<file path="config.mk">
export PLATFORM = sky130hd
export DESIGN_NAME = sof_length_crc_frame_receiver_flat
export DESIGN_NICKNAME = d
export VERILOG_FILES = /design/src/rtl/sofr_pkg.sv /design/src/rtl/sofr_if.sv /design/src/rtl/sofr_front.sv /design/src/rtl/sofr_queue.sv /design/src/rtl/sof_length_crc_frame_receiver.sv /design/src/flat_wrapper.sv
export SDC_FILE = /design/constraint.sdc
export NUM_CORES = 2
export LEC_CHECK = 0
export ABC_AREA = 1
export BUFFER_PORTS_ARGS = -buffer_cell sky130_fd_sc_hd__buf_4
export CAP_MARGIN = 10
export CORE_MARGIN = 5
export CORE_UTILIZATION = 45
export DETAILED_ROUTE_END_ITERATION = 16
export PLACE_DENSITY = 0.72
export REMOVE_ABC_BUFFERS = 1
export SLEW_MARGIN = 20
export SYNTH_ARGS = -nofsm -noshare
export SYNTH_HDL_FRONTEND = slang
export SYNTH_HIERARCHICAL = 1
export SYNTH_SLANG_ARGS = --single-unit
</file>
<file path="constraint.sdc">
create_clock -name clk -period 4.1 [get_ports clk]
set_clock_uncertainty 0.2 [all_clocks]
set_input_delay 0.205 -clock clk [delete_from_list [all_inputs] [get_ports clk]]
set_output_delay 0.205 -clock clk [all_outputs]
set_load 0.01 [all_outputs]
</file>
<file path="src/rtl/sofr_pkg.sv">
// ----------------------------------------------------------------------------
// sofr_pkg
// Shared types, register indexes, event codes and CRC helpers for the
// start-of-frame / length / CRC frame receiver.
// ----------------------------------------------------------------------------
`timescale 1ns / 1ps
`default_nettype none

package sofr_pkg;

	localparam int CFG_INDEX_W = 3;
	localparam int CFG_DATA_W  = 16;

	localparam logic [CFG_INDEX_W-1:0] CFG_START_BYTE      = 3'd0;
	localparam logic [CFG_INDEX_W-1:0] CFG_HEADER_CRC_POLY = 3'd1;
	localparam logic [CFG_INDEX_W-1:0] CFG_HEADER_CRC_INIT = 3'd2;
	localparam logic [CFG_INDEX_W-1:0] CFG_FRAME_CRC_POLY  = 3'd3;
	localparam logic [CFG_INDEX_W-1:0] CFG_FRAME_CRC_INIT  = 3'd4;

	localparam logic [7:0]  START_BYTE_RST      = 8'hA5;
	localparam logic [7:0]  HEADER_CRC_POLY_RST = 8'h8C;
	localparam logic [7:0]  HEADER_CRC_INIT_RST = 8'hFF;
	localparam logic [15:0] FRAME_CRC_POLY_RST  = 16'h8408;
	localparam logic [15:0] FRAME_CRC_INIT_RST  = 16'hFFFF;

	localparam int HEADER_BYTES   = 5;
	localparam int OVERHEAD_BYTES = 9;
	localparam int CMD_LO_POS     = HEADER_BYTES;
	localparam int CMD_HI_POS     = HEADER_BYTES + 1;
	localparam int PAYLOAD_POS    = HEADER_BYTES + 2;

	localparam int RES_QUEUE_DEPTH = 4;

	localparam logic FUNC_RECEIVE = 1'b0;
	localparam logic FUNC_READ    = 1'b1;

	typedef enum logic [1:0] {
		EV_NONE = 2'd0,
		EV_OK   = 2'd1,
		EV_HDR  = 2'd2,
		EV_CRC  = 2'd3
	} event_t;

	typedef struct packed {
		event_t      event_res;
		logic [15:0] command_id;
		logic [6:0]  payload_length;
		logic [7:0]  sequence_res;
		logic [7:0]  read_data;
	} result_t;

	// Reflected CRC-8, one byte, LSB first.
	function automatic logic [7:0] crc8_byte(input logic [7:0] crc, input logic [7:0] b,
			input logic [7:0] poly);
		logic [7:0] c;
		c = crc ^ b;
		for (int i = 0; i < 8; i++) begin
			c = c[0] ? ((c >> 1) ^ poly) : (c >> 1);
		end
		return c;
	endfunction

	// Reflected CRC-16, one byte, LSB first.
	function automatic logic [15:0] crc16_byte(input logic [15:0] crc, input logic [7:0] b,
			input logic [15:0] poly);
		logic [15:0] c;
		c = crc ^ {8'h00, b};
		for (int i = 0; i < 8; i++) begin
			c = c[0] ? ((c >> 1) ^ poly) : (c >> 1);
		end
		return c;
	endfunction

endpackage

`default_nettype wire

</file>
<file path="src/rtl/sofr_if.sv">
// ----------------------------------------------------------------------------
// sofr_in_if / sofr_out_if
// Valid/ready channels for input items and result items.
// ----------------------------------------------------------------------------
`timescale 1ns / 1ps
`default_nettype none

interface sofr_in_if;
	logic       valid;
	logic       ready;
	logic       func;
	logic [7:0] rx_byte;
	logic [6:0] read_index;

	modport source (output valid, func, rx_byte, read_index, input ready);
	modport sink   (input valid, func, rx_byte, read_index, output ready);
endinterface

interface sofr_out_if;
	logic        valid;
	logic        ready;
	logic [1:0]  event_res;
	logic [15:0] command_id;
	logic [6:0]  payload_length;
	logic [7:0]  sequence_res;
	logic [7:0]  read_data;

	modport source (output valid, event_res, command_id, payload_length, sequence_res,
		read_data, input ready);
	modport sink   (input valid, event_res, command_id, payload_length, sequence_res,
		read_data, output ready);
endinterface

`default_nettype wire

</file>
<file path="src/rtl/sofr_front.sv">
// ----------------------------------------------------------------------------
// sofr_front
// Accepts items, runs the frame parser and both CRCs, writes the two-bank
// payload store and reads it for read items. Results leave through one
// register stage.
// ----------------------------------------------------------------------------
`timescale 1ns / 1ps
`default_nettype none

module sofr_front #(
	parameter int FRAME_MAX_BYTES = 128
) (
	input  wire                                 clk,
	input  wire                                 arst_n,
	input  wire                                 cfg_we,
	input  wire [sofr_pkg::CFG_INDEX_W-1:0]     cfg_index,
	input  wire [sofr_pkg::CFG_DATA_W-1:0]      cfg_wdata,
	input  wire                                 in_valid,
	output logic                                in_ready,
	input  wire                                 in_func,
	input  wire [7:0]                           in_rx_byte,
	input  wire [6:0]                           in_read_index,
	output logic                                res_valid,
	input  wire                                 res_ready,
	output sofr_pkg::result_t                   res
);

	localparam int AW = $clog2(FRAME_MAX_BYTES);
	localparam int TW = AW + 1;
	localparam int PW = (AW > 8) ? AW : 8;
	localparam int LEN_LIMIT = FRAME_MAX_BYTES - sofr_pkg::OVERHEAD_BYTES;

	typedef enum logic [5:0] {
		ST_HUNT   = 6'b000001,
		ST_LEN_LO = 6'b000010,
		ST_LEN_HI = 6'b000100,
		ST_SEQ    = 6'b001000,
		ST_HCRC   = 6'b010000,
		ST_BODY   = 6'b100000
	} parse_t;

	// configuration
	logic [7:0]  start_byte_q, hcrc_poly_q, hcrc_init_q;
	logic [15:0] fcrc_poly_q, fcrc_init_q;

	// parser state
	parse_t      step_q, step_d;
	logic [AW-1:0] pos_q, pos_d;
	logic [7:0]  len_lo_q, len_lo_d;
	logic [AW-1:0] len_q, len_d;
	logic [7:0]  seq_q, seq_d;
	logic [7:0]  cmd_lo_q, cmd_lo_d, cmd_hi_q, cmd_hi_d;
	logic [7:0]  prev_q, prev_d;
	logic [7:0]  hcrc_q, hcrc_d;
	logic [15:0] fcrc_q, fcrc_d;
	logic        bank_q, bank_d;
	logic [15:0] good_cmd_q, good_cmd_d;
	logic [AW-1:0] good_len_q, good_len_d;
	logic [7:0]  good_seq_q, good_seq_d;
	sofr_pkg::event_t ev_d;
	logic        wr_en;

	logic        accept, rx_acc, rd_acc;
	logic [15:0] len_full;
	logic [TW-1:0] total, pos_ext;
	logic [PW-1:0] rd_pos;
	logic        rd_ok;

	// result stage
	logic        valid_s1;
	sofr_pkg::event_t ev_s1;
	logic [15:0] cmd_s1;
	logic [AW-1:0] len_s1;
	logic [7:0]  seq_s1;
	logic        rd_ok_s1;
	logic [7:0]  rd_data_s1;
	logic [PW-1:0] len_s1_ext;

	// bank select on the top address bit, each bank a power of two deep
	logic [7:0]  mem [2**TW];

	assign in_ready = !valid_s1 || res_ready;
	assign accept   = in_valid && in_ready;
	assign rx_acc   = accept && (in_func == sofr_pkg::FUNC_RECEIVE);
	assign rd_acc   = accept && (in_func == sofr_pkg::FUNC_READ);

	assign len_full = {in_rx_byte, len_lo_q};
	assign total    = TW'(sofr_pkg::OVERHEAD_BYTES) + TW'(len_q);
	assign pos_ext  = TW'(pos_q);
	assign rd_pos   = PW'(sofr_pkg::PAYLOAD_POS) + PW'(in_read_index);
	assign rd_ok    = PW'(in_read_index) < PW'(good_len_q);

	always_ff @(posedge clk or negedge arst_n) begin
		if (!arst_n) begin
			start_byte_q <= sofr_pkg::START_BYTE_RST;
			hcrc_poly_q  <= sofr_pkg::HEADER_CRC_POLY_RST;
			hcrc_init_q  <= sofr_pkg::HEADER_CRC_INIT_RST;
			fcrc_poly_q  <= sofr_pkg::FRAME_CRC_POLY_RST;
			fcrc_init_q  <= sofr_pkg::FRAME_CRC_INIT_RST;
		end else if (cfg_we) begin
			unique case (cfg_index)
				sofr_pkg::CFG_START_BYTE:      start_byte_q <= cfg_wdata[7:0];
				sofr_pkg::CFG_HEADER_CRC_POLY: hcrc_poly_q  <= cfg_wdata[7:0];
				sofr_pkg::CFG_HEADER_CRC_INIT: hcrc_init_q  <= cfg_wdata[7:0];
				sofr_pkg::CFG_FRAME_CRC_POLY:  fcrc_poly_q  <= cfg_wdata;
				sofr_pkg::CFG_FRAME_CRC_INIT:  fcrc_init_q  <= cfg_wdata;
				default: ;
			endcase
		end
	end

	always_comb begin
		step_d     = step_q;
		pos_d      = pos_q;
		len_lo_d   = len_lo_q;
		len_d      = len_q;
		seq_d      = seq_q;
		cmd_lo_d   = cmd_lo_q;
		cmd_hi_d   = cmd_hi_q;
		prev_d     = prev_q;
		hcrc_d     = hcrc_q;
		fcrc_d     = fcrc_q;
		bank_d     = bank_q;
		good_cmd_d = good_cmd_q;
		good_len_d = good_len_q;
		good_seq_d = good_seq_q;
		ev_d       = sofr_pkg::EV_NONE;
		wr_en      = 1'b0;
		if (rx_acc) begin
			unique case (step_q)
				ST_HUNT: begin
					pos_d = '0;
					if (in_rx_byte == start_byte_q) begin
						wr_en  = 1'b1;
						hcrc_d = sofr_pkg::crc8_byte(hcrc_init_q, in_rx_byte, hcrc_poly_q);
						fcrc_d = sofr_pkg::crc16_byte(fcrc_init_q, in_rx_byte, fcrc_poly_q);
						pos_d  = AW'(1);
						step_d = ST_LEN_LO;
					end
				end
				ST_LEN_LO: begin
					wr_en    = 1'b1;
					len_lo_d = in_rx_byte;
					hcrc_d   = sofr_pkg::crc8_byte(hcrc_q, in_rx_byte, hcrc_poly_q);
					fcrc_d   = sofr_pkg::crc16_byte(fcrc_q, in_rx_byte, fcrc_poly_q);
					pos_d    = pos_q + AW'(1);
					step_d   = ST_LEN_HI;
				end
				ST_LEN_HI: begin
					wr_en  = 1'b1;
					hcrc_d = sofr_pkg::crc8_byte(hcrc_q, in_rx_byte, hcrc_poly_q);
					fcrc_d = sofr_pkg::crc16_byte(fcrc_q, in_rx_byte, fcrc_poly_q);
					if (len_full < 16'(LEN_LIMIT)) begin
						len_d  = len_full[AW-1:0];
						pos_d  = pos_q + AW'(1);
						step_d = ST_SEQ;
					end else begin
						pos_d  = '0;
						step_d = ST_HUNT;
						ev_d   = sofr_pkg::EV_HDR;
					end
				end
				ST_SEQ: begin
					wr_en  = 1'b1;
					seq_d  = in_rx_byte;
					hcrc_d = sofr_pkg::crc8_byte(hcrc_q, in_rx_byte, hcrc_poly_q);
					fcrc_d = sofr_pkg::crc16_byte(fcrc_q, in_rx_byte, fcrc_poly_q);
					pos_d  = pos_q + AW'(1);
					step_d = ST_HCRC;
				end
				ST_HCRC: begin
					wr_en  = 1'b1;
					fcrc_d = sofr_pkg::crc16_byte(fcrc_q, in_rx_byte, fcrc_poly_q);
					if (hcrc_q == in_rx_byte) begin
						pos_d  = pos_q + AW'(1);
						step_d = ST_BODY;
					end else begin
						pos_d  = '0;
						step_d = ST_HUNT;
						ev_d   = sofr_pkg::EV_HDR;
					end
				end
				ST_BODY: begin
					wr_en  = 1'b1;
					prev_d = in_rx_byte;
					// the two trailing CRC bytes stay out of the running CRC
					if (pos_ext + TW'(2) < total) begin
						fcrc_d = sofr_pkg::crc16_byte(fcrc_q, in_rx_byte, fcrc_poly_q);
					end
					if (pos_q == AW'(sofr_pkg::CMD_LO_POS)) begin
						cmd_lo_d = in_rx_byte;
					end
					if (pos_q == AW'(sofr_pkg::CMD_HI_POS)) begin
						cmd_hi_d = in_rx_byte;
					end
					if (pos_ext + TW'(1) < total) begin
						pos_d = pos_q + AW'(1);
					end else begin
						pos_d  = '0;
						step_d = ST_HUNT;
						if ({in_rx_byte, prev_q} != fcrc_q) begin
							ev_d = sofr_pkg::EV_CRC;
						end else begin
							ev_d       = sofr_pkg::EV_OK;
							good_cmd_d = {cmd_hi_q, cmd_lo_q};
							good_len_d = len_q;
							good_seq_d = seq_q;
							bank_d     = !bank_q;
						end
					end
				end
				default: begin
					pos_d  = '0;
					step_d = ST_HUNT;
				end
			endcase
		end
	end

	always_ff @(posedge clk or negedge arst_n) begin
		if (!arst_n) begin
			step_q     <= ST_HUNT;
			pos_q      <= '0;
			len_lo_q   <= '0;
			len_q      <= '0;
			hcrc_q     <= sofr_pkg::HEADER_CRC_INIT_RST;
			fcrc_q     <= sofr_pkg::FRAME_CRC_INIT_RST;
			bank_q     <= 1'b0;
			good_cmd_q <= '0;
			good_len_q <= '0;
			good_seq_q <= '0;
			valid_s1   <= 1'b0;
		end else begin
			step_q     <= step_d;
			pos_q      <= pos_d;
			len_lo_q   <= len_lo_d;
			len_q      <= len_d;
			hcrc_q     <= hcrc_d;
			fcrc_q     <= fcrc_d;
			bank_q     <= bank_d;
			good_cmd_q <= good_cmd_d;
			good_len_q <= good_len_d;
			good_seq_q <= good_seq_d;
			if (in_ready) begin
				valid_s1 <= in_valid;
			end
		end
	end

	always_ff @(posedge clk) begin
		seq_q    <= seq_d;
		cmd_lo_q <= cmd_lo_d;
		cmd_hi_q <= cmd_hi_d;
		prev_q   <= prev_d;
		if (accept) begin
			ev_s1    <= ev_d;
			cmd_s1   <= good_cmd_d;
			len_s1   <= good_len_d;
			seq_s1   <= good_seq_d;
			rd_ok_s1 <= rd_acc && rd_ok;
		end
	end

	// fill bank is the one not being read
	always_ff @(posedge clk) begin
		if (wr_en) begin
			mem[{!bank_q, pos_q}] <= in_rx_byte;
		end
		if (rd_acc) begin
			rd_data_s1 <= mem[{bank_q, rd_pos[AW-1:0]}];
		end
	end

	assign len_s1_ext         = PW'(len_s1);
	assign res_valid          = valid_s1;
	assign res.event_res      = ev_s1;
	assign res.command_id     = cmd_s1;
	assign res.payload_length = len_s1_ext[6:0];
	assign res.sequence_res   = seq_s1;
	assign res.read_data      = rd_ok_s1 ? rd_data_s1 : 8'h00;

endmodule

`default_nettype wire

</file>
<file path="src/rtl/sofr_queue.sv">
// ----------------------------------------------------------------------------
// sofr_queue
// Short result queue between the parser front and the output channel.
// ----------------------------------------------------------------------------
`timescale 1ns / 1ps
`default_nettype none

module sofr_queue (
	input  wire                clk,
	input  wire                arst_n,
	input  wire                push_valid,
	output logic               push_ready,
	input  sofr_pkg::result_t  push_data,
	output logic               pop_valid,
	input  wire                pop_ready,
	output sofr_pkg::result_t  pop_data
);

	localparam int DEPTH = sofr_pkg::RES_QUEUE_DEPTH;
	localparam int IW    = $clog2(DEPTH);

	sofr_pkg::result_t entry_q [DEPTH];
	logic [IW-1:0] wr_ptr_q, rd_ptr_q;
	logic [IW:0]   count_q;
	logic          push, pop;

	assign push_ready = count_q != (IW+1)'(DEPTH);
	assign pop_valid  = count_q != '0;
	assign push       = push_valid && push_ready;
	assign pop        = pop_valid && pop_ready;
	assign pop_data   = entry_q[rd_ptr_q];

	always_ff @(posedge clk or negedge arst_n) begin
		if (!arst_n) begin
			wr_ptr_q <= '0;
			rd_ptr_q <= '0;
			count_q  <= '0;
		end else begin
			if (push) begin
				wr_ptr_q <= wr_ptr_q + IW'(1);
			end
			if (pop) begin
				rd_ptr_q <= rd_ptr_q + IW'(1);
			end
			if (push && !pop) begin
				count_q <= count_q + (IW+1)'(1);
			end else if (pop && !push) begin
				count_q <= count_q - (IW+1)'(1);
			end
		end
	end

	always_ff @(posedge clk) begin
		if (push) begin
			entry_q[wr_ptr_q] <= push_data;
		end
	end

endmodule

`default_nettype wire

</file>
<file path="src/rtl/sof_length_crc_frame_receiver.sv">
// One item is taken every cycle while the output side keeps up: receive items
// advance the frame parser one byte each, read items fetch one payload byte
// of the last good frame from a two-bank store (one bank fills while the
// other is read). A result passes through the result register, which holds
// the parser outcome and the registered store read, and then through the
// four-entry result queue. While the output side stalls, input keeps flowing
// for five more items (four held in the queue, one in the result register)
// before the input ready drops.
// ----------------------------------------------------------------------------
// sof_length_crc_frame_receiver
// Start-byte / length / sequence / CRC-8 header / CRC-16 frame deframer.
// ----------------------------------------------------------------------------
`timescale 1ns / 1ps
`default_nettype none

module sof_length_crc_frame_receiver #(
	parameter int FRAME_MAX_BYTES = 128
) (
	input  wire                              clk,
	input  wire                              arst_n,
	input  wire                              cfg_we,
	input  wire [sofr_pkg::CFG_INDEX_W-1:0]  cfg_index,
	input  wire [sofr_pkg::CFG_DATA_W-1:0]   cfg_wdata,
	sofr_in_if.sink                          in_ch,
	sofr_out_if.source                       out_ch
);

	logic              res_valid, res_ready;
	sofr_pkg::result_t res, head;

	sofr_front #(
		.FRAME_MAX_BYTES(FRAME_MAX_BYTES)
	) u_front (
		.clk          (clk),
		.arst_n       (arst_n),
		.cfg_we       (cfg_we),
		.cfg_index    (cfg_index),
		.cfg_wdata    (cfg_wdata),
		.in_valid     (in_ch.valid),
		.in_ready     (in_ch.ready),
		.in_func      (in_ch.func),
		.in_rx_byte   (in_ch.rx_byte),
		.in_read_index(in_ch.read_index),
		.res_valid    (res_valid),
		.res_ready    (res_ready),
		.res          (res)
	);

	sofr_queue u_queue (
		.clk       (clk),
		.arst_n    (arst_n),
		.push_valid(res_valid),
		.push_ready(res_ready),
		.push_data (res),
		.pop_valid (out_ch.valid),
		.pop_ready (out_ch.ready),
		.pop_data  (head)
	);

	assign out_ch.event_res      = head.event_res;
	assign out_ch.command_id     = head.command_id;
	assign out_ch.payload_length = head.payload_length;
	assign out_ch.sequence_res   = head.sequence_res;
	assign out_ch.read_data      = head.read_data;

	// events come only from receive items, which never carry read data
	a_event_no_data: assert property (@(posedge clk) disable iff (!arst_n)
		out_ch.valid && (out_ch.event_res != sofr_pkg::EV_NONE) |-> out_ch.read_data == 8'h00)
		else $error("event reported together with read data");

	// with the output empty, a taken item reaches the output through the result register and the result queue
	a_latency: assert property (@(posedge clk) disable iff (!arst_n)
		in_ch.valid && in_ch.ready && !out_ch.valid |=> ##1 out_ch.valid)
		else $error("taken item did not reach the output");

endmodule

`default_nettype wire
</file>
<file path="src/flat_wrapper.sv">
// flat-port wrapper written by rule: the top's interface ports become plain ports
module sof_length_crc_frame_receiver_flat 
#(
	parameter int FRAME_MAX_BYTES = 128
)
  (clk, arst_n, cfg_we, cfg_index, cfg_wdata, in_ch_valid, in_ch_func, in_ch_rx_byte, in_ch_read_index, in_ch_ready, out_ch_valid, out_ch_event_res, out_ch_command_id, out_ch_payload_length, out_ch_sequence_res, out_ch_read_data, out_ch_ready);
  sofr_in_if in_ch_i ();
  sofr_out_if out_ch_i ();
  input  wire clk;
  input  wire arst_n;
  input  wire cfg_we;
  input  wire [sofr_pkg::CFG_INDEX_W-1:0] cfg_index;
  input  wire [sofr_pkg::CFG_DATA_W-1:0] cfg_wdata;
  input wire logic [$bits(in_ch_i.valid)-1:0] in_ch_valid;
  input wire logic [$bits(in_ch_i.func)-1:0] in_ch_func;
  input wire logic [$bits(in_ch_i.rx_byte)-1:0] in_ch_rx_byte;
  input wire logic [$bits(in_ch_i.read_index)-1:0] in_ch_read_index;
  output wire logic [$bits(in_ch_i.ready)-1:0] in_ch_ready;
  output wire logic [$bits(out_ch_i.valid)-1:0] out_ch_valid;
  output wire logic [$bits(out_ch_i.event_res)-1:0] out_ch_event_res;
  output wire logic [$bits(out_ch_i.command_id)-1:0] out_ch_command_id;
  output wire logic [$bits(out_ch_i.payload_length)-1:0] out_ch_payload_length;
  output wire logic [$bits(out_ch_i.sequence_res)-1:0] out_ch_sequence_res;
  output wire logic [$bits(out_ch_i.read_data)-1:0] out_ch_read_data;
  input wire logic [$bits(out_ch_i.ready)-1:0] out_ch_ready;
  assign in_ch_i.valid = in_ch_valid;
  assign in_ch_i.func = in_ch_func;
  assign in_ch_i.rx_byte = in_ch_rx_byte;
  assign in_ch_i.read_index = in_ch_read_index;
  assign in_ch_ready = in_ch_i.ready;
  assign out_ch_valid = out_ch_i.valid;
  assign out_ch_event_res = out_ch_i.event_res;
  assign out_ch_command_id = out_ch_i.command_id;
  assign out_ch_payload_length = out_ch_i.payload_length;
  assign out_ch_sequence_res = out_ch_i.sequence_res;
  assign out_ch_read_data = out_ch_i.read_data;
  assign out_ch_i.ready = out_ch_ready;
  sof_length_crc_frame_receiver #(.FRAME_MAX_BYTES(FRAME_MAX_BYTES)) u_core (.clk(clk), .arst_n(arst_n), .cfg_we(cfg_we), .cfg_index(cfg_index), .cfg_wdata(cfg_wdata), .in_ch(in_ch_i), .out_ch(out_ch_i));
endmodule
</file>
==> impl_metrics.csv <==
group,metric,value,unit
outcome,status,"complete, no violations",
power_and_ir_drop,total_power,68370,uW
clock_network,clock_latency,900,ps
layout,final_common_cell,"edfxtp_1",
routing,drt_wl_total,300.1,mm
timing,slew_headroom,15.36,%
clock_network,cts_root_buf,"clkbuf_16",
logic_synthesis,avgSynthCellArea,11.23,um^2
clock_network,clock-sinks,2434,
setup_path,crit_fanout,10,
layout,final_net_count,9730,
grt,grt_pass1_vias,72845,
logic_synthesis,yosysWarnings,6,
logic_synthesis,synth_async_sr_flop_share,6.081,%
clock_network,htreeDepth,4,
routing,drt-initial-drc-count,10186,
logic_synthesis,synth.cell_area,105600,um^2
placement,port_buffers,82,
setup_path,critPathSlowestCell,"dfrtp_1",
setup_path,critPathArrivalTime,4150,ps
routing,ant_nets,0,
setup_path,path_common_cell,"nor2_1",
clock_network,cts_buffers,232,
logic_synthesis,ys_ff_latch,2434,
clock_network,path_clk_slew,60,ps
power_and_ir_drop,peakVddDrop,0.4372,mV
power_and_ir_drop,p_per_area,566.5,nW/um^2
logic_synthesis,synth_cells,9405,
routing,viasPerCell,5.831,
grt,grt_max_degree,231,
setup_path,startpoint_type,"flip-flop",
grt,grt_use_total,23.90,%
timing,fin_crit,3775,ps
clock_network,clk_path_buf_depth,3,
grt,grt_pass1_wl,450.8,mm
logic_synthesis,yosysUniqueCellTypes,58,
setup_path,crit_chain,"nor2_1 > inv_1 > nor4_1 > inv_1 > nand2_1 > nor2_1 > inv_2 > nor2_1 > a21oi_2 > clkinv_1 > buf_4 > nor2_1 > nand2_2 > nor2_1 > buf_4",
power_and_ir_drop,power_leakage,0.04244,uW
placement,post-dp-hpwl,183.3,mm
routing,vias,75802,
flow_run,max_cap_violations,0,
floorplanning,coreArea,233200,um^2
min_path,worstHoldPathType,"in2async",
logic_synthesis,ys_seq_area_share,68.55,%
setup_path,crit_type,"reg2reg",
layout,drive_gt1_share,12.77,%
timing,setup_viol_count_final,0,
floorplanning,ios,83,
timing,finalMaxSlewViolations,0,
floorplanning,initial_core_util,45.30,%
clock_network,postCtsSetupBuffers,0,
floorplanning,fp.dieArea,244600,um^2
routing,dr.pass1.iters,9,
routing,wl_per_cell,23.09,um
logic_synthesis,synth_top_flop_cell,"edfxtp_1",
setup_path,cpPeakStageDelay,400,ps
floorplanning,die_w,494.5,um
floorplanning,row_count,177,
timing,fin_crit_sh,92.06,%
setup_path,endpoint_kind,"flip-flop",
placement,globalplace.congestion,0.9304,
routing,drc,0,
timing,worst_pin_slew,1268,ps
layout,final_cell_mix,"edfxtp_1 (2,286), nor2_1 (1,756), o21ai_0 (1,473)",
clock_network,cts_tree,"built",
layout,area_growth,14.23,%
timing,fmax,0.2649,GHz
floorplanning,die_h,494.5,um
logic_synthesis,synth-edff-count,2286,
setup_path,crit_required,4480,ps
layout,fillers,19240,
layout,post-route-util,51.75,%
grt,gr-total-overflow,0,
timing,hold_viol_final,0,
grt,antenna_found_initial,10,
worst max-delay path, delay by kind of cell (launching register included):
family | cells | cell delay (ps)
AOI/OAI and AO/OA | 1 | 260
buffers and inverters | 6 | 1040
DFF | 1 | 400
and+or+nand+nor | 8 | 1560
registers in the layout, summed over array words and instances, names as in the netlist, 8 cells and up:
register,cells
u_core/u_front/fcrc_init_q,16
u_core/u_front/prev_q,8
u_core/u_front/good_seq_q,8
u_core/u_front/hcrc_q,8
u_core/u_queue/entry_q,164
u_core/u_front/hcrc_init_q,8
u_core/u_front/fcrc_q,16
u_core/u_front/rd_data_s1,8
u_core/u_front/cmd_lo_q,8
u_core/u_front/fcrc_poly_q,16
u_core/u_front/cmd_hi_q,8
u_core/u_front/start_byte_q,8
u_core/u_front/hcrc_poly_q,8
u_core/u_front/seq_q,8
u_core/u_front/len_lo_q,8
u_core/u_front/good_cmd_q,16
u_core/u_front/seq_s1,8
u_core/u_front/mem,2048
u_core/u_front/cmd_s1,16
routing by layer:
layer | track usage [%] | share of wire, % | wire, um | vias to the layer above
li1 | - | - | - | 33977
met1 | 31.65 | 38 | 114600 | 36924
met2 | 38.07 | 47 | 140600 | 4220
met3 | 5.088 | 10 | 30980 | 677
met4 | 10.77 | 4.6 | 13920 | 4
met5 | 0 | 0.0087 | 26 | -
power by group:
| group | internal (uW) | switching [uW] | leakage, uW |
|---|---|---|---|
| Clock | 12400 | 9460 | 0.00381 |
| Sequential | 28100 | 614 | 0.0224 |
| Combinational | 5630 | 12100 | 0.0162 |
| Total | 46200 | 22200 | 0.0424 |
Yosys cell counts, types with 2 or more instances:
cell / count / share of area [%]
o21ai_0: 1473 / 7.0
nor3_1: 19 / 0.090
clkinv_1: 7 / 0.025
ha_1: 28 / 0.33
o22ai_1: 682 / 4.0
nor2_4: 3 / 0.032
edfxtp_1: 2286 / 65
nand2_2: 64 / 0.38
nand3_1: 365 / 1.7
clkbuf_1: 532 / 1.9
inv_1: 390 / 1.4
nand2_4: 8 / 0.085
nand4_1: 36 / 0.21
buf_6: 24 / 0.26
o21bai_1: 3 / 0.021
dfrtp_1: 89 / 2.1
a21boi_0: 3 / 0.021
nand3_2: 16 / 0.15
xnor2_2: 2 / 0.031
dfstp_2: 59 / 1.5
or2_2: 7 / 0.041
nor4_1: 6 / 0.036
nor2_8: 2 / 0.038
a2111oi_0: 2 / 0.017
nand3b_1: 7 / 0.050
buf_4: 22 / 0.16
nand3_4: 7 / 0.12
buf_1: 17 / 0.060
inv_2: 22 / 0.078
a21oi_1: 15 / 0.071
buf_2: 38 / 0.18
nor2_1: 1761 / 6.3
o32ai_1: 7 / 0.058
xor2_1: 73 / 0.61
nor2_2: 6 / 0.036
o211ai_1: 43 / 0.31
o211ai_2: 43 / 0.51
xnor2_1: 100 / 0.83
nand2_1: 1086 / 3.9
o21ai_1: 11 / 0.052
mux2_2: 24 / 0.26
cell type report:
cell class	instances	area [um^2]	share of cell area, %
sequential	2434	72420	60.01
multi-input combinational	5917	29140	24.15
clock buffer	290	6165	5.108
timing repair buffer	656	5684	4.710
tap	3132	3919	3.247
clock inverter	141	1714	1.420
inverter	420	1609	1.333
antenna	10	25.02	0.02074
cells by family after synthesis:
family          share of synthesized area, %
buf+inv                                4.054
flops                                  68.55
xor+xnor                               1.506
fa+ha+maj                             0.3506
simple gates                           13.14
mux                                   0.2558
compound gates                         12.14
what timing repair did:
action / 4_1_cts / 5_1_grt
setup endpoints to repair: 0 / 28
gates resized for setup: 0 / 12
hold endpoints to repair: 778 / 0
hold buffers: 48 / 0
worst paths after layout:
kind | startpoint | end | slack, ps | cells past startpoint
max reg2reg | u_core/u_front/step_q[4] | u_core/u_front/mem[183][3] | 330 | 15
max in group asynchronous | arst_n | u_core/u_queue/rd_ptr_q[1] | 3080 | 3
min reg2reg | u_core/u_front/seq_q[3] | u_core/u_front/good_seq_q[3] | 280 | 1
min | arst_n | u_core/u_front/fcrc_init_q[14] | 60 | 2
min in group clk | in_ch_rx_byte[6] | u_core/u_front/mem[240][6] | 60 | 2
max | u_core/u_front/step_q[4] | u_core/u_front/mem[183][3] | 330 | 15
stage by stage:
step,std cells,TNS (ps),hold WS (ps),area [um^2],setup slack (ps)
3_3_place_gp,12511,0,82.94,112200,66.11
3_5_place_dp,12511,0,91.26,112200,75.94
5_1_grt,12992,-42.24,44.16,120700,-14.84
6_report,13000,0,61.49,120700,325.4
4_1_cts,12990,0,17.83,120600,192.9
2_1_floorplan,8771,-191570,-290.6,102900,-21820
(Power assumes the default switching activity.)
